<file path="src/rtl/core/ulc_pkg.sv">
// Shared types, widths and constants of the unit square line clipper.
package ulc_pkg;

    localparam int COORD_FRAC_BITS = 16;
    localparam int COORD_WIDTH     = 24;
    localparam int PIXEL_BITS      = 13;

    // Quotient magnitude bits, divisor bits, product and numerator bits.
    localparam int QUO_W  = COORD_WIDTH;
    localparam int DEN_W  = COORD_WIDTH + 1;
    localparam int PROD_W = 2 * COORD_WIDTH + 1;
    localparam int NUM_W  = PROD_W + 1;

    localparam int QUEUE_DEPTH = 4;
    localparam int QPTR_W      = $clog2(QUEUE_DEPTH);

    localparam int IN_DATA_W  = 4 * COORD_WIDTH;
    localparam int OUT_DATA_W = ((4 * PIXEL_BITS + 7) / 8) * 8;
    localparam int SCALE_W    = PIXEL_BITS + COORD_FRAC_BITS + 1;

    typedef logic signed [COORD_WIDTH-1:0] coord_t;
    typedef logic signed [COORD_WIDTH:0]   wcoord_t;
    typedef logic signed [PROD_W-1:0]      prod_t;
    typedef logic signed [NUM_W-1:0]       num_t;
    typedef logic [DEN_W-1:0]              den_t;
    typedef logic [PIXEL_BITS-1:0]         pixel_t;

    localparam coord_t ONE_FX = coord_t'(1 << COORD_FRAC_BITS);

    // Configuration register indexes.
    localparam logic [1:0] REG_WINDOW_WIDTH  = 2'd0;
    localparam logic [1:0] REG_WINDOW_HEIGHT = 2'd1;

    localparam pixel_t WIDTH_RESET  = pixel_t'(640);
    localparam pixel_t HEIGHT_RESET = pixel_t'(480);

    typedef enum logic [1:0] {
        STEP_X_LO,
        STEP_X_HI,
        STEP_Y_LO,
        STEP_Y_HI
    } step_mode_t;

    typedef struct packed {
        logic   live;
        logic   draw;
        coord_t x0;
        coord_t y0;
        coord_t x1;
        coord_t y1;
    } seg_t;

    typedef struct packed {
        seg_t             seg;
        logic             need;
        logic             neg;
        logic [NUM_W-1:0] rem;
        den_t             den;
        logic [QUO_W-1:0] quo;
    } div_stage_t;

endpackage

</file>
<file path="src/rtl/core/ulc_queue.sv">
// Short queue between the front end and the clipping pipeline.
module ulc_queue
    import ulc_pkg::*;
(
    input  logic clk,
    input  logic rst_n,
    input  logic push_valid,
    output logic push_ready,
    input  seg_t push_seg,
    output logic pop_valid,
    input  logic pop_en,
    output seg_t pop_seg
);

    seg_t              mem [QUEUE_DEPTH];
    logic [QPTR_W-1:0] wr_ptr_reg, wr_ptr_next;
    logic [QPTR_W-1:0] rd_ptr_reg, rd_ptr_next;
    logic [QPTR_W:0]   count_reg, count_next;
    logic              do_push, do_pop;

    assign push_ready = count_reg != (QPTR_W+1)'(QUEUE_DEPTH);
    assign pop_valid  = count_reg != '0;
    assign do_push    = push_valid && push_ready;
    assign do_pop     = pop_en && pop_valid;
    assign pop_seg    = mem[rd_ptr_reg];

    always_comb
    begin
        wr_ptr_next = do_push ? wr_ptr_reg + 1'b1 : wr_ptr_reg;
        rd_ptr_next = do_pop ? rd_ptr_reg + 1'b1 : rd_ptr_reg;
        count_next  = count_reg;
        if (do_push && !do_pop)
        begin
            count_next = count_reg + 1'b1;
        end
        else if (do_pop && !do_push)
        begin
            count_next = count_reg - 1'b1;
        end
    end

    always_ff @(posedge clk or negedge rst_n)
    begin
        if (!rst_n)
        begin
            wr_ptr_reg <= '0;
            rd_ptr_reg <= '0;
            count_reg  <= '0;
        end
        else
        begin
            wr_ptr_reg <= wr_ptr_next;
            rd_ptr_reg <= rd_ptr_next;
            count_reg  <= count_next;
        end
    end

    always_ff @(posedge clk)
    begin
        if (do_push)
        begin
            mem[wr_ptr_reg] <= push_seg;
        end
    end

endmodule

</file>
<file path="config.mk">
export PLATFORM = sky130hd
export DESIGN_NAME = ulc_queue
export DESIGN_NICKNAME = d
export VERILOG_FILES = /design/src/rtl/core/ulc_pkg.sv /design/src/rtl/core/ulc_queue.sv
export SDC_FILE = /design/constraint.sdc
export NUM_CORES = 1
export LEC_CHECK = 0
export ABC_CLOCK_PERIOD_IN_PS = 8100
export BUFFER_PORTS_ARGS = -buffer_cell sky130_fd_sc_hd__buf_4
export CORE_UTILIZATION = 50
export CTS_CLUSTER_DIAMETER = 60
export DETAILED_ROUTE_END_ITERATION = 10
export PLACE_DENSITY = 0.74
export SLEW_MARGIN = 20
export SYNTH_ARGS = -nofsm -noshare
export SYNTH_HDL_FRONTEND = slang
export SYNTH_SLANG_ARGS = --single-unit
</file>
<file path="constraint.sdc">
create_clock -name clk -period 8.1 [get_ports clk]
set_input_delay 1.62 -clock clk [delete_from_list [all_inputs] [get_ports clk]]
set_output_delay 1.62 -clock clk [all_outputs]
set_load 0.01 [all_outputs]
</file>
==> impl_metrics.ini <==
[outcome]
status = complete, no violations

[power_and_ir_drop]
clkPwrFrac = 0.272
seqPwrFrac = 0.437
p_switching_w = 0.00183
internal-power_w = 0.00480
swShare = 0.276
p_leak_nw = 6.05
power_frac_comb = 0.290
ir_worst_vdd_v = 0.000248
powerDensity_nw_per_um2 = 373

[timing]
setup_viol = 0
fin_crit_ps = 4480
rsz0062_at_grt = false
hold_slack_ps = 542
fmax_mhz = 223
finalHoldViolations = 0
drv_slew = 0
period_share = 0.553
skew_ps = 9.81
setup-tns-final_ps = 0
tightest_slew_ps = 983
max_slew_margin = 0.345

[global_routing]
track_usage = 0.177
grt_pass1_wl_um = 40200
grt_max_degree = 68
grt_pass1_vias = 7056
gr-total-overflow = 0
antenna_found_initial = 0

[setup_path]
start_kind = flop
worstPathRequired_ps = 6480
cp_data_arrival_time_ps = 2860
path_class = reg2out
end_kind = output pin
critical_path.max_fanout = 44
crit_start = rd_ptr_reg[0]$_DFFE_PN0P_
regToRegStartpoint = count_reg[0]$_DFFE_PN0P_

[finish]
largest_register_ffs = 392
diodes = 0
instances_no_fill = 1191
area_growth_pct = 21.2
num-fill-cells = 1928
layout.cells.most_common = edfxtp_1
finalNetCount = 883
multi_input_area_um2 = 2440
finish.utilization = 0.617
seqCellArea_um2 = 12000
drive_above_1_share = 0.465
mostFrequentLayoutCells = edfxtp_1, buf_4, mux4_2, clkbuf_16, clkinv_1

[cts]
htreeDepth = 2
insertion_delay_ps = 510
cts_setup_buffers = 0
cts_buffer_depth = 3
cts_tree = done
clock-sinks = 399
cts-buffers-inserted = 40
root_buffer = clkbuf_16
clkTransAtPathRegs_ps = 60
hold_buffers = 0
cts-resized-gates = 0

[drt]
vias = 6432
drc = 0
antenna_left = 0
wl_per_cell_um = 21.7
firstDrtPassIters = 4
via_per_inst = 5.40
routed_wl_um = 25900
dr.first_iter.drc_count = 534

[synth]
ys_ff_latch = 399
netlist_instances = 547
syn_nets = 655
syn_area_per_cell_um2 = 26.8
ys.warnings.count = 0
ys_types = 19
yosysSeqAreaShare = 0.815
syn-cell-area_um2 = 14700

[placed_design]
place_inst = 1117
portBuffers = 201
place_congestion = 0.716
hpwlAfterDp_um = 15600

[floorplanning]
core_um2 = 28800
initial_core_util = 0.509
die-area_um2 = 30000
io_pins = 202
die_w_um = 173
rows = 62
die_y_um = 173

[min_path]
worstHoldStart = count_reg[2]$_DFFE_PN0P_
hold_class = reg2reg

[flow_run]
maxCapViolCount = 0
layer usage:
| layer | up-vias | global-route usage | routed length, um |
|---|---|---|---|
| met5 | - | 0 | 0 |
| met4 | 0 | 0.0450 | 531 |
| met3 | 43 | 0.0578 | 2120 |
| met2 | 241 | 0.295 | 12700 |
| met1 | 3335 | 0.228 | 10500 |
| li1 | 2813 | - | - |
stage by stage:
stage	cell area [um^2]	total power, W	worst slack, ps
2_1_floorplan	14700	0.00417	3440
3_3_place_gp	16400	0.00486	4070
3_5_place_dp	16400	0.00491	4050
4_1_cts	17800	0.00671	3500
5_1_grt	17800	0.00692	3370
6_report	17800	0.00662	3620
cell type report:
class,count,share of cell area
clock inverters,27,0.0140
clock buffers,47,0.0602
inverters,3,0.000634
repair buffers,208,0.0879
well taps,384,0.0270
multi-input cells,123,0.137
flip-flops and latches,399,0.673
kinds of logic (layout without fill, tap and decap cells):
logic type,Yosys count,in the layout,synth area share
and+or+nand+nor,10,10,0.00350
AOI/OAI and AO/OA,1,1,0.000768
adders and majority gates,6,6,0.00564
buffers and inverters,25,285,0.0191
DFF,399,399,0.815
muxes,100,100,0.152
xor gates and xnor gates,6,6,0.00359
Yosys cell counts:
cell,n,area share
buf_4,1,0.00051
ha_1,5,0.0043
nand2_1,2,0.00051
mux2_2,2,0.0015
xnor2_1,4,0.0024
buf_6,1,0.00077
nand3_1,1,0.00034
edfxtp_1,392,0.80
inv_1,3,0.00077
mux4_2,98,0.15
dfrtp_1,7,0.012
nor2_1,2,0.00051
buf_2,10,0.0034
or3_1,1,0.00043
buf_12,10,0.014
and2_1,4,0.0017
a21boi_2,1,0.00077
xor2_1,2,0.0012
fa_1,1,0.0014
power groups by stage:
stage	clock network, W	registers, W	logic [W]
2_1_floorplan	0	0.00287	0.00130
3_3_place_gp	0	0.00292	0.00194
3_5_place_dp	0	0.00295	0.00196
4_1_cts	0.00184	0.00291	0.00197
5_1_grt	0.00192	0.00294	0.00206
6_report	0.00180	0.00290	0.00192
path summary, 6_finish.rpt:
check,end,slack [ps],cells after the start
worst min-delay path,count_reg[2]$_DFFE_PN0P_,540,1
max in group asynchronous,rd_ptr_reg[1]$_DFFE_PN0P_,7030,1
min in group asynchronous,count_reg[1]$_DFFE_PN0P_,910,1
worst min register to register,count_reg[2]$_DFFE_PN0P_,540,1
worst max register to register,mem[2][68]$_DFFE_PP_,5370,4
worst max-delay path,pop_seg[65],3620,3
critical path, cell delays in order (launching register included):
cell,delay [ps]
dfrtp_4,750
buf_4,760
mux4_2,610
buf_4,170
Power figures use the tool's default switching activity.
