$ cat config.mk
export PLATFORM = sky130hd
export DESIGN_NAME = ulc_front
export DESIGN_NICKNAME = d
export VERILOG_FILES = /design/src/rtl/core/ulc_pkg.sv /design/src/rtl/core/ulc_front.sv
export SDC_FILE = /design/constraint.sdc
export NUM_CORES = 1
export LEC_CHECK = 0
export ABC_AREA = 0
export BUFFER_PORTS_ARGS = -buffer_cell sky130_fd_sc_hd__buf_2
export CAP_MARGIN = 10
export CORE_MARGIN = 4
export CORE_UTILIZATION = 45
export DETAILED_ROUTE_END_ITERATION = 12
export PLACE_DENSITY = 0.75
export SLEW_MARGIN = 20
export SYNTH_ARGS = -nofsm -noshare
export SYNTH_HDL_FRONTEND = slang
export SYNTH_SLANG_ARGS = --single-unit
$ cat constraint.sdc
create_clock -name clk -period 3.8 [get_ports clk]
set_input_delay 0.19 -clock clk [delete_from_list [all_inputs] [get_ports clk]]
set_output_delay 0.19 -clock clk [all_outputs]
set_load 0.02 [all_outputs]
$ cat src/rtl/core/ulc_pkg.sv
// Shared types, widths and constants of the unit square line clipper.
package ulc_pkg;

    localparam int COORD_FRAC_BITS = 16;
    localparam int COORD_WIDTH     = 24;
    localparam int PIXEL_BITS      = 13;

    // Quotient magnitude bits, divisor bits, product and numerator bits.
    localparam int QUO_W  = COORD_WIDTH;
    localparam int DEN_W  = COORD_WIDTH + 1;
    localparam int PROD_W = 2 * COORD_WIDTH + 1;
    localparam int NUM_W  = PROD_W + 1;

    localparam int QUEUE_DEPTH = 4;
    localparam int QPTR_W      = $clog2(QUEUE_DEPTH);

    localparam int IN_DATA_W  = 4 * COORD_WIDTH;
    localparam int OUT_DATA_W = ((4 * PIXEL_BITS + 7) / 8) * 8;
    localparam int SCALE_W    = PIXEL_BITS + COORD_FRAC_BITS + 1;

    typedef logic signed [COORD_WIDTH-1:0] coord_t;
    typedef logic signed [COORD_WIDTH:0]   wcoord_t;
    typedef logic signed [PROD_W-1:0]      prod_t;
    typedef logic signed [NUM_W-1:0]       num_t;
    typedef logic [DEN_W-1:0]              den_t;
    typedef logic [PIXEL_BITS-1:0]         pixel_t;

    localparam coord_t ONE_FX = coord_t'(1 << COORD_FRAC_BITS);

    // Configuration register indexes.
    localparam logic [1:0] REG_WINDOW_WIDTH  = 2'd0;
    localparam logic [1:0] REG_WINDOW_HEIGHT = 2'd1;

    localparam pixel_t WIDTH_RESET  = pixel_t'(640);
    localparam pixel_t HEIGHT_RESET = pixel_t'(480);

    typedef enum logic [1:0] {
        STEP_X_LO,
        STEP_X_HI,
        STEP_Y_LO,
        STEP_Y_HI
    } step_mode_t;

    typedef struct packed {
        logic   live;
        logic   draw;
        coord_t x0;
        coord_t y0;
        coord_t x1;
        coord_t y1;
    } seg_t;

    typedef struct packed {
        seg_t             seg;
        logic             need;
        logic             neg;
        logic [NUM_W-1:0] rem;
        den_t             den;
        logic [QUO_W-1:0] quo;
    } div_stage_t;

endpackage

$ cat src/rtl/core/ulc_front.sv
// Front end: accepts segments, drops trivially outside ones, orders ends by x.
module ulc_front
    import ulc_pkg::*;
(
    input  logic                 clk,
    input  logic                 rst_n,
    input  logic                 s_tvalid,
    output logic                 s_tready,
    input  logic [IN_DATA_W-1:0] s_tdata,   // start_x, start_y, end_x, end_y
    input  logic                 s_tuser,   // draw_not_erase
    output logic                 push_valid,
    input  logic                 push_ready,
    output seg_t                 push_seg
);

    logic   valid_reg, valid_next;
    seg_t   seg_reg, seg_next;
    coord_t sx, sy, ex, ey;
    logic   drop;

    assign sx = coord_t'(s_tdata[0*COORD_WIDTH +: COORD_WIDTH]);
    assign sy = coord_t'(s_tdata[1*COORD_WIDTH +: COORD_WIDTH]);
    assign ex = coord_t'(s_tdata[2*COORD_WIDTH +: COORD_WIDTH]);
    assign ey = coord_t'(s_tdata[3*COORD_WIDTH +: COORD_WIDTH]);

    assign drop = (sx <= 0 && ex <= 0) || (sx >= ONE_FX && ex >= ONE_FX) ||
                  (sy <= 0 && ey <= 0) || (sy >= ONE_FX && ey >= ONE_FX);

    assign s_tready = !valid_reg || push_ready;

    always_comb
    begin
        valid_next = valid_reg;
        seg_next   = seg_reg;
        if (s_tready)
        begin
            valid_next    = s_tvalid && !drop;
            seg_next.live = 1'b1;
            seg_next.draw = s_tuser;
            if (ex < sx)
            begin
                seg_next.x0 = ex;
                seg_next.y0 = ey;
                seg_next.x1 = sx;
                seg_next.y1 = sy;
            end
            else
            begin
                seg_next.x0 = sx;
                seg_next.y0 = sy;
                seg_next.x1 = ex;
                seg_next.y1 = ey;
            end
        end
    end

    always_ff @(posedge clk or negedge rst_n)
    begin
        if (!rst_n)
        begin
            valid_reg <= 1'b0;
        end
        else
        begin
            valid_reg <= valid_next;
        end
    end

    always_ff @(posedge clk)
    begin
        seg_reg <= seg_next;
    end

    assign push_valid = valid_reg;
    assign push_seg   = seg_reg;

endmodule

==> results.txt, run 1 <==
The run finished with clean final reports. The area of the core is 10800 um^2. The weighted congestion reported at the end of routability-driven placement is 0.850.

The cell type with the largest total area after synthesis is sky130_fd_sc_hd__edfxtp_1. The number of setup buffers added after CTS is 0. Measured against its own limit, the worst slew margin works out to 0.494.

The total negative setup slack is 0 ps. For the pin with the worst max-slew slack, the measured transition is 739 ps. Setup repair after global routing left no endpoint under its margin. The initial detailed-routing violation count is 211.

Across the VDD grid, the largest voltage drop is 0.000216 V. The required time reported for the critical path endpoint came out at 3900 ps. In this run the number of H-tree levels came out at 3. For this run, the leading register cell type out of synthesis is sky130_fd_sc_hd__edfxtp_1. The endpoint arrival time on the critical path is 3040 ps.

The antenna diode count came out at 0. After detailed routing, the total wire length is 12300 um. The tree is rooted in a sky130_fd_sc_hd__clkbuf_8. The global-route congestion overflow total came out at 0. The worst-skew pair later-pin latency came out at 350 ps. The deepest clock path buffer count is 2. The number of hold buffers added after cts came out at 2.

The final-stage net count came out at 655. Along the worst hold path, the cell count comes to 2. Buffers placed on the I/O ports in this run total 199. The critical path contains buffers and inverters numbering 3 combined.

The TritonCTS sink count came out at 98. The filler cell count in the final layout came out at 918. The half-perimeter wire length after detailed placement is 9430 um. The effective utilization at floorplan came out at 0.459. The number of cells on the worst reg-to-reg path came out at 3.

The tool flagged a number of max-cap violations equal to 0. For this run, the number of Yosys warnings is 0. Setup violations remaining at the end of the flow were counted as 0. The number of antenna violations at the first check in global routing is 0.

The signed area change from the synthesized netlist to the final layout is 27.2%. For this design the ratio of total power to cell area is 483 nW/um^2. The synthesized area divided by synthesized cell count is 15.3 um^2.

The number of synthesized flops with an enable pin is 97. Static timing analysis puts the maximum clock frequency at 339 MHz. Row generation in the floorplan step produced 38 rows.

Of the post-synthesis cell area, the dominant cell type holds 0.588. The number of detailed-route iterations in the first pass came out at 4. On the critical path, the stage with the largest delay is an instance of sky130_fd_sc_hd__a2111oi_0.

In the final layout, the multi-input gates occupy 1850 um^2. The share of synthesized area occupied by flip-flops and latches came out at 0.593. The end-of-flow core utilization came out at 0.584. The critical path is of the primary input to register type. The post-CTS resize count is 0. Ranked by total cell area, the synthesized netlist is headed by sky130_fd_sc_hd__edfxtp_1, sky130_fd_sc_hd__mux2_1, sky130_fd_sc_hd__mux2_2. The final number of hold-violating endpoints is 0. The worst setup path is launched from a primary input. The number of global-route vias before repair came to 3649. The design draws 3.04 mW. After clock tree synthesis, the clock-pin slew on the worst setup and hold paths is 90 ps. The least setup slack across all paths after layout came out at 854 ps. TritonCTS built the clock tree. The post-synthesis net count came out at 449. Across all layers, the routed design uses 3608 vias. Pin placement for this block handled 201 I/O pins.

The number of synthesized register bits came out at 98. Walking the worst path, the cells encountered are buf_2 -> inv_1 -> ha_1 -> nand4_1 -> nor3_1 -> a2111oi_0 -> o211ai_2 -> xor2_4 -> buf_12 -> mux2_2. The total stage count of the critical path is 10. The kind of cell with the highest combined delay along the critical path is compound AO/OA/AOI/OAI gates. Entering global routing, the biggest net connects 87 pins.

The path class of the tightest hold or removal check is primary input to register. Dividing the detail-routed wire length by the instance count gives 18.2 um. The distinct cell type count of the synthesized netlist is 32. The post-placement setup slack came out at 542 ps. The horizontal die dimension came out at 113 um.

The final critical-path required period is 2950 ps. The post-synthesis cell count came out at 325. The mapped cell area is 4960 um^2. The number of CTS-inserted buffers came out at 9. The overall die area came out at 12800 um^2. The total global routing track utilization is 0.189. The DRC violations left is 0. The count of nets left with antenna violations after detail routing came out at 0.

The final-report max-slew violation count came out at 0. The share of synthesized flip-flops with an asynchronous set or reset came out at 0.0102. The storage element area came out at 2940 um^2. STA classifies the critical path endpoint as a register. The final setup skew came out at 9.05 ps. The die outline height came out at 113 um. In the finished design, the share of the clock period the worst path needs comes to 0.775.

The wire length of the first global-routing pass came out at 19000 um. In this run the static leakage power is 2.74 nW. The peak per-stage delay on the critical path is 700 ps. The fraction of layout instances using a drive strength above 1 came out at 0.475. Of all nets on the critical path, the largest fanout is 52.

Using the TritonRoute via totals, the vias-per-cell ratio works out to 5.35.
## flip-flops by register name, summed over array words and instances, names as in the netlist
register	count
push_seg	97
push_valid	1
## where the power goes
part | internal, mW | switching, mW
Clock | 0.298 | 0.334
Sequential | 1.43 | 0.0507
Combinational | 0.366 | 0.564
## cell usage in the layout (no fill, tap or decap), types with 5 or more instances in the layout
cell type / instances
sky130_fd_sc_hd__mux2_1: 60
sky130_fd_sc_hd__clkbuf_8: 9
sky130_fd_sc_hd__inv_1: 24
sky130_fd_sc_hd__nor4_1: 22
sky130_fd_sc_hd__a21oi_1: 6
sky130_fd_sc_hd__nor3_1: 5
sky130_fd_sc_hd__mux2_2: 35
sky130_fd_sc_hd__nand2_1: 6
sky130_fd_sc_hd__ha_1: 23
sky130_fd_sc_hd__buf_2: 199
sky130_fd_sc_hd__edfxtp_1: 97
## per-layer routing
layer	wire length (um)	GRT usage	vias up
met5	0	0	-
met4	312	0.0761	0
met3	830	0.0417	21
met2	6350	0.331	135
met1	4790	0.226	1766
li1	-	-	1686
## logic make-up (layout without fill, tap and decap cells)
| logic type | after synthesis | count (layout) | share of synthesized area |
|---|---|---|---|
| other | 1 | 1 | 0.000756 |
| adders and majority gates | 23 | 23 | 0.0581 |
| xor gates and xnor gates | 1 | 1 | 0.00328 |
| and+or+nand+nor | 45 | 45 | 0.0505 |
| AOI/OAI and AO/OA | 27 | 27 | 0.0404 |
| muxes | 95 | 95 | 0.216 |
| buffers and inverters | 35 | 245 | 0.0386 |
| DFF | 98 | 98 | 0.593 |
## metrics by stage
stage | instance area (um^2) | hold slack (ps) | cells
finish | 6300 | 151 | 675
global placement | 6090 | -28.9 | 657
detailed placement | 6090 | -26.2 | 657
global route | 6300 | 122 | 675
floorplan | 4960 | -106 | 325
CTS | 6280 | 114 | 674
## area by class of cell
| cell class | count | share of cell area |
|---|---|---|
| repair buffers | 206 | 0.171 |
| flip-flops and latches | 98 | 0.466 |
| clock inverters | 4 | 0.00695 |
| clock buffers | 11 | 0.0208 |
| multi-input cells | 192 | 0.293 |
| inverters | 24 | 0.0143 |
| well taps | 140 | 0.0278 |
## cell usage after synthesis, drive strengths merged (2+ instances only)
cell,number
nand2,6
buf,11
o21ai,3
a21oi,6
nor2,4
a41oi,4
edfxtp,97
nor3,5
a21o,4
nand2b,2
nor4,22
a2111oi,2
ha,23
inv,24
nand4,4
mux2,95
## worst paths after layout
kind / from / to / slack (ps)
worst max-delay path: s_tdata[23] / push_seg[6]$_DFFE_PP_ / 850
worst min-delay path: s_tdata[24] / push_seg[48]$_DFFE_PP_ / 150
worst max register to register: push_valid$_DFFE_PN0P_ / push_seg[57]$_DFFE_PP_ / 1980
worst min register to register: push_valid$_DFFE_PN0P_ / push_valid$_DFFE_PN0P_ / 1030
max in group asynchronous: rst_n / push_valid$_DFFE_PN0P_ / 3550
min in group asynchronous: rst_n / push_valid$_DFFE_PN0P_ / 160
Note: power is estimated with default switching activity, not from simulation.
==> run 2: changes to the inputs <==
--- a/config.mk
+++ b/config.mk
@@ -5,13 +5,13 @@
 export SDC_FILE = /design/constraint.sdc
 export NUM_CORES = 1
 export LEC_CHECK = 0
-export ABC_AREA = 0
+export ABC_AREA = 1
 export BUFFER_PORTS_ARGS = -buffer_cell sky130_fd_sc_hd__buf_2
 export CAP_MARGIN = 10
 export CORE_MARGIN = 4
 export CORE_UTILIZATION = 45
 export DETAILED_ROUTE_END_ITERATION = 12
-export PLACE_DENSITY = 0.75
+export PLACE_DENSITY = 0.73
 export SLEW_MARGIN = 20
 export SYNTH_ARGS = -nofsm -noshare
 export SYNTH_HDL_FRONTEND = slang
==> constraint.sdc (replaced) <==
create_clock -name clk -period 2.76 [get_ports clk]
set_input_delay 0.138 -clock clk [delete_from_list [all_inputs] [get_ports clk]]
set_output_delay 0.138 -clock clk [all_outputs]
set_load 0.02 [all_outputs]
==> results.txt, run 2 <==
The vias after detailed routing came out at 5274 (+46%). Derived from the worst setup path, the maximum achievable clock frequency is 451 MHz. The number of cells on the worst reg-to-reg path came out at 2 (-1). The wire length of the first global-routing pass came out at 24100 um (+27%). The start point of the critical path is s_tdata[23].

The reg2reg setup slack came out at 1200 ps (-780 ps). The switching power total came out at 1.57 mW (+65%). sky130_fd_sc_hd__nand3_1 is the most common cell in the netlist. The number of primary I/O pins is 201 (unchanged).

The normalized max-slew margin came out at 0.564 (+0.0694). The total power came out at 4.86 mW (+60%). The min-delay analysis places its worst path in the category primary input to async pin. Leaving out fill and tap cells, the most frequent cell in the layout is sky130_fd_sc_hd__buf_2. The share of synthesized flip-flops with an asynchronous set or reset was 0.0102 (unchanged). TritonCTS built the clock tree. The final number of hold-violating endpoints came out at 0 (unchanged). The DRC violations left came out at 0 (unchanged). The clock-pin slew reported for the worst setup and hold paths after clock tree synthesis is 60 ps (-30 ps). The endpoint arrival time on the critical path is 2430 ps (-610 ps). STA classifies the critical path startpoint as a primary input.

The final non-filler cell area came out at 7040 um^2 (+12%). CTS placed an instance of sky130_fd_sc_hd__clkbuf_16 at the clock tree root. The number of buffers added on ports is 199 (unchanged). The proportion of netlist area held by the largest area contributor came out at 0.521 (-0.0670). The overall die area was 14300 um^2 (+12%). The fraction of layout instances using a drive strength above 1 is 0.289 (-0.186). The synthesized area divided by synthesized cell count is 8.87 um^2 (-42%).

The pin slew with the least headroom to its limit was 654 ps (-85.0 ps). The number of synthesized register bits is 98 (unchanged). The relative contribution of the clock network to total power is 0.291 (+0.083).

The final routed wire length divided by cell count came to 15.7 um (-14%). The commonest cells after synthesis are sky130_fd_sc_hd__nand3_1, sky130_fd_sc_hd__nand2_1, sky130_fd_sc_hd__edfxtp_1, sky130_fd_sc_hd__nor2_1, sky130_fd_sc_hd__inv_1. The post-CTS resize count is 0 (unchanged). The worst register-to-register path ends at push_seg[70]$_DFFE_PP_. The mapped cell area came out at 5600 um^2 (+13%). The share of power burned in combinational logic came out at 0.289 (-0.017). In the layout the commonest cells are sky130_fd_sc_hd__buf_2, sky130_fd_sc_hd__nand3_1, sky130_fd_sc_hd__nand2_1. The deepest clock path buffer count is 2 (unchanged). The area of the core came out at 12100 um^2 (+12%). The half-perimeter wire length after detailed placement is 11300 um (+19%).

The number of placed instances, taps included is 968 (+47%). The signed area change from the synthesized netlist to the final layout is 25.9%. The run finished with clean final reports. The number of detailed-route iterations in the first pass came out at 6 (+2). The total internal power was 3.30 mW (+58%). The post-layout instance count excluding filler cells came out at 986 (+46%).

The largest net degree at the start of global routing was 65 (-25%). The static leakage came out at 3.53 nW (+29%). The number of global-route vias before repair was 5018 (+38%). The worst-path maximum fanout is 64 (+23%). The post-synthesis net count is 755 (+68%). The post-synthesis cell count is 631 (+94%). The final-stage net count is 937 (+43%).

The maximum resistive drop on vdd is 0.000312 V (+45%). The part of the total power dissipated in sequential elements came out at 0.420 (-0.066). The worst-skew pair later-pin latency is 350 ps (about the same). The number of max-cap violations is 0 (unchanged). The average via count per standard cell came out at 5.35 (about the same). The initial detailed-routing violation count came out at 678 (+220%). The total setup violations reported at the end of the flow is 0 (unchanged).

In the post-synthesis netlist, the biggest area contributors are sky130_fd_sc_hd__edfxtp_1, sky130_fd_sc_hd__nand3_1, sky130_fd_sc_hd__nand2_1. The instance area at placement was 6680 um^2 (+9.8%). The number of H-tree levels came to 3 (unchanged).

The total routed wirelength came out at 15500 um (+26%). STA classifies the critical path endpoint as a register. The effective utilization at floorplan came out at 0.462 (+0.00267). In this run the critical register-to-register path is launched from push_valid$_DFFE_PN0P_. The die outline height is 120 um (+5.8%).

The total global routing track utilization came out at 0.210 (+0.0207). The final setup skew came out at 4.84 ps (-4.21 ps). The share of synthesized area occupied by flip-flops and latches is 0.525 (-0.0676).

The antenna diode count came out at 0 (unchanged). The share of the clock period used by the worst path came out at 0.803. The total negative setup slack is 0 ps (unchanged).

The number of flip-flops under the largest register name is 97 (unchanged). The global-route congestion overflow total was 0 (unchanged). The final-report max-slew violation count is 0 (unchanged). The horizontal die dimension came out at 120 um (+5.8%).

The switching part of the total power is 0.322 (+0.00992). For this run, the leading register cell type out of synthesis is sky130_fd_sc_hd__edfxtp_1. The synthesis warning total came to 0 (unchanged). The number of synthesized flops with an enable pin is 97 (unchanged).

The number of antenna violations at the first check in global routing is 2 (+2). The required time reported for the critical path endpoint is 2970 ps (-930 ps). The cell type with the largest total area after synthesis is sky130_fd_sc_hd__edfxtp_1.

The count of nets left with antenna violations after detail routing came out at 0 (unchanged). Setup repair after global routing left no endpoint under its margin. The TritonCTS sink count is 98 (unchanged). The final critical-path required period came out at 2220 ps. The weighted congestion reported at the end of routability-driven placement is 0.873 (+2.7%).

The number of CTS-inserted buffers is 9 (unchanged). The distinct cell type count of the synthesized netlist came out at 26 (-19%). The row count came out at 40 (+5.3%). The worst setup path category is primary input to register. The power density normalized to cell area is 690 nW/um^2 (+43%).
==> run 2: cells by family after synthesis <==
group | count (synthesis) | share of synthesized area
simple gates | 419 | 0.333
compound gates | 13 | 0.0143
other cells | 1 | 0.000670
fa+ha+maj | 23 | 0.0514
buf+inv | 77 | 0.0751
flops | 98 | 0.525
==> run 2: worst max-delay path by stage <==
stage,endpoint,depth (start not counted)
floorplan,push_seg[0]$_DFFE_PP_,1
global placement,push_seg[14]$_DFFE_PP_,11
detailed placement,push_seg[38]$_DFFE_PP_,12
CTS,push_seg[15]$_DFFE_PP_,12
global route,push_seg[15]$_DFFE_PP_,12
finish,push_seg[15]$_DFFE_PP_,12
==> run 2: cell type report <==
type | count | area, um^2
multi-input combinational | 456 | 2260
clock buffer | 12 | 267
timing repair buffer | 212 | 1160
tap | 168 | 210
clock inverter | 4 | 72.6
inverter | 36 | 135
fill | 1089 | 5070
sequential | 98 | 2940
==> run 2: power groups by stage <==
stage	Clock, mW	Sequential (mW)	Combinational, mW
global placement	0	2.07	1.37
finish	1.41	2.04	1.41
detailed placement	0	2.08	1.41
global route	1.48	2.07	1.53
CTS	1.43	2.05	1.41
floorplan	0	2.43	0.572
==> run 2: critical path, stage by stage <==
cell	delay (ps)
sky130_fd_sc_hd__buf_2	100
sky130_fd_sc_hd__inv_1	70
sky130_fd_sc_hd__ha_1	400
sky130_fd_sc_hd__nand2_1	110
sky130_fd_sc_hd__nor2_1	60
sky130_fd_sc_hd__and2_1	160
sky130_fd_sc_hd__a21oi_2	300
sky130_fd_sc_hd__nand2_2	160
sky130_fd_sc_hd__nand2_2	90
sky130_fd_sc_hd__buf_4	530
sky130_fd_sc_hd__nand3_1	160
sky130_fd_sc_hd__nand2_1	110
==> run 2: timing repair <==
action,4_1_cts,5_1_grt
buffers inserted,0,0
hold buffers,2,0
hold endpoints to repair,2,0
==> run 2: layer usage <==
metal | share of wire | global-route usage
met1 | 0.39 | 0.253
met2 | 0.49 | 0.359
met4 | 0.021 | 0.0816
met5 | 0.00084 | 0
met3 | 0.098 | 0.0551
==> run 2: through the flow <==
stage	utilization	hold WS [ps]	setup WS [ps]
final	0.582	109	545
after global routing	0.582	114	271
after CTS	0.582	102	574
after detailed placement	0.552	-79.8	205
after global placement	0.552	-82.3	347
after floorplan	-	-158	622
==> run 3: changes to the inputs <==
--- a/config.mk
+++ b/config.mk
@@ -11,7 +11,7 @@
 export CORE_MARGIN = 4
 export CORE_UTILIZATION = 45
 export DETAILED_ROUTE_END_ITERATION = 12
-export PLACE_DENSITY = 0.73
+export PLACE_DENSITY = 0.76
 export SLEW_MARGIN = 20
 export SYNTH_ARGS = -nofsm -noshare
 export SYNTH_HDL_FRONTEND = slang
==> constraint.sdc (replaced) <==
create_clock -name clk -period 1.86 [get_ports clk]
set_input_delay 0.093 -clock clk [delete_from_list [all_inputs] [get_ports clk]]
set_output_delay 0.093 -clock clk [all_outputs]
set_load 0.02 [all_outputs]
==> results.txt, run 3 (synthesis gave the netlist of run 2 again) <==
The post-layout instance count excluding filler cells came out at 1054 (+6.9%). On the critical path, the stage with the largest delay is an instance of sky130_fd_sc_hd__ha_1. The TritonCTS sink count came out at 98 (unchanged). The final number of hold-violating endpoints came to 0 (unchanged). The overall die area is 14300 um^2 (unchanged). In the finished design, the share of the clock period the worst path needs comes to 0.911.

The antenna diode count is 0 (unchanged). The largest net degree at the start of global routing is 61 (-6.2%). The deepest clock path buffer count is 2 (unchanged). The half-perimeter wire length after detailed placement is 11700 um (+3.9%). The initial detailed-routing violation count came out at 751 (+11%). The total setup violations reported at the end of the flow came to 0 (unchanged). The total global routing track utilization came out at 0.220 (+0.0106). The number of placed instances, taps included came to 1035 (+6.9%).

The wire length on met3 is 1360 um (-10%). The global-route congestion overflow total is 0 (unchanged). The final non-filler cell area is 7700 um^2 (+9.4%). The final setup skew is 6.67 ps (+1.82 ps). The clock-pin slew reported for the worst setup and hold paths after clock tree synthesis is 70 ps (about the same). The flow ran to the end, and the final reports show no timing, DRC or antenna violations. STA classifies the critical path startpoint as a primary input.

The number of max-cap violations is 0 (unchanged). The count of nets left with antenna violations after detail routing came out at 0 (unchanged). The row count is 40 (unchanged). The end-of-flow core utilization came out at 0.636 (+0.0544). The weighted congestion reported at the end of routability-driven placement was 0.859 (-1.6%). The worst setup path is of the primary input to register kind.

Traced cell by cell, the critical path runs through buf_2 -> inv_1 -> ha_1 -> nand2_1 -> nor2_1 -> and2_1 -> nand2_1 -> nor2_2 -> nand2_2 -> buf_12 -> nand3_4 -> buf_12 -> nand3_1 -> nand2_1. Setup repair after global routing left no endpoint under its margin. The fraction of layout instances using a drive strength above 1 came to 0.342 (+0.0535). The number of antenna violations at the first check in global routing came out at 1 (-1). The peak per-stage delay on the critical path came to 310 ps (-220 ps).

The most frequent cell on the critical path is sky130_fd_sc_hd__nand2_1. The type of destination of the critical path is a register. The TritonCTS clock tree is built. The total routed wirelength is 16300 um (+5.2%). The total negative setup slack is 0 ps (unchanged). The DRC violations left came out at 0 (unchanged). The required time reported for the critical path endpoint came out at 2080 ps (-890 ps). The die outline height is 120 um (unchanged). The area of the core came out at 12100 um^2 (unchanged). The routed length on met2 is 7950 um (+4.4%). The number of primary I/O pins is 201 (unchanged). The worst-skew pair later-pin latency is 350 ps (about the same).

The number of CTS-inserted buffers came out at 9 (unchanged). The instance area at placement came out at 7340 um^2 (+9.8%). The highest metal layer carrying signal wires in the routed design is met5. The met1 wire length came to 6620 um (+11%).

The vias after detailed routing is 5548 (+5.2%). In the layout the commonest cells are sky130_fd_sc_hd__buf_2, sky130_fd_sc_hd__nand3_1, sky130_fd_sc_hd__nand2_1. The final-stage net count came out at 1005 (+7.3%). The number of global-route vias before repair came out at 5097 (+1.6%).

The effective utilization at floorplan is 0.462 (unchanged). The number of flip-flops under the largest register name came out at 97 (unchanged). The signed area change from the synthesized netlist to the final layout is 37.7%.

The wire length of the first global-routing pass is 25400 um (+5.4%). The maximum operating frequency came out at 590 MHz. The number of buffer and inverter instances along the worst setup path was 4 (+1). For the finished layout, the period the worst path requires is 1700 ps.

The number of H-tree levels is 3 (unchanged). The family of cells with the greatest summed delay on the critical path is simple AND/OR/NAND/NOR gates. The path class of the lowest-slack min-delay path is primary input to async pin. The worst-path maximum fanout came out at 60 (-6.3%). The average via count per standard cell came to 5.26 (-1.6%). The final-report max-slew violation count came out at 0 (unchanged). The static leakage came out at 3.92 nW (+11%). The final routed wire length divided by cell count is 15.4 um (-1.6%). The power density normalized to cell area is 954 nW/um^2 (+38%). The maximum resistive drop on vdd is 0.000463 V (+49%). The horizontal die dimension came out at 120 um (unchanged). The number of buffers added on ports is 199 (unchanged).

The endpoint arrival time on the critical path came out at 1920 ps (-510 ps). The number of detailed-route iterations in the first pass came to 6 (unchanged). The cell sitting at the root of the clock tree is a sky130_fd_sc_hd__clkbuf_16.

The library cell used most frequently in the layout, excluding fill and tap cells, is sky130_fd_sc_hd__buf_2.
run 3: path summary, 6_finish.rpt:
path / from / to / slack, ps / cells past startpoint
min in group clk: s_tdata[22] / push_seg[94]$_DFFE_PP_ / 70 / 3
worst max-delay path: s_tdata[21] / push_seg[9]$_DFFE_PP_ / 160 / 14
worst min register to register: push_valid$_DFFE_PN0P_ / push_seg[96]$_DFFE_PP_ / 690 / 1
worst min-delay path: rst_n / push_valid$_DFFE_PN0P_ / 40 / 2
max in group asynchronous: rst_n / push_valid$_DFFE_PN0P_ / 1730 / 2
worst max register to register: push_valid$_DFFE_PN0P_ / push_seg[68]$_DFFE_PP_ / 670 / 2
run 3: routing by layer:
metal / global-route usage / vias up
met5: 0 / -
met4: 0.0766 / 2
li1: - / 2676
met1: 0.282 / 2565
met3: 0.0429 / 26
met2: 0.374 / 279
run 3: area by class of cell:
| class | instances | area (um^2) |
|---|---|---|
| Clock buffer | 10 | 229 |
| Clock inverter | 6 | 81.3 |
| Fill cell | 1013 | 4410 |
| Inverter | 36 | 135 |
| Multi-Input combinational cell | 456 | 2280 |
| Sequential cell | 98 | 2940 |
| Tap cell | 168 | 210 |
| Timing Repair Buffer | 280 | 1830 |
run 3: per-stage QoR:
step | hold WS [ps] | power [mW] | setup slack [ps]
5_1_grt | 48.7 | 7.69 | 14.6
2_1_floorplan | -203 | 4.46 | 40.1
6_report | 42.8 | 7.34 | 165
3_3_place_gp | -132 | 5.33 | -144
4_1_cts | 24.8 | 7.37 | 163
3_5_place_dp | -131 | 5.38 | -185
run 3: timing repair:
action | 4_1_cts | 5_1_grt
hold endpoints to repair | 2 | 0
setup endpoints to repair | 0 | 1
buffers inserted | 0 | 0
hold buffers | 2 | 0
resized for setup | 0 | 1
run 3: where the power goes:
part / switching (mW) / leakage (nW) / total [mW] / internal [mW]
combinational: 1.46 / 2.74 / 2.31 / 0.856
clock: 0.820 / 0.150 / 1.99 / 1.17
sequential: 0.112 / 1.03 / 3.04 / 2.93
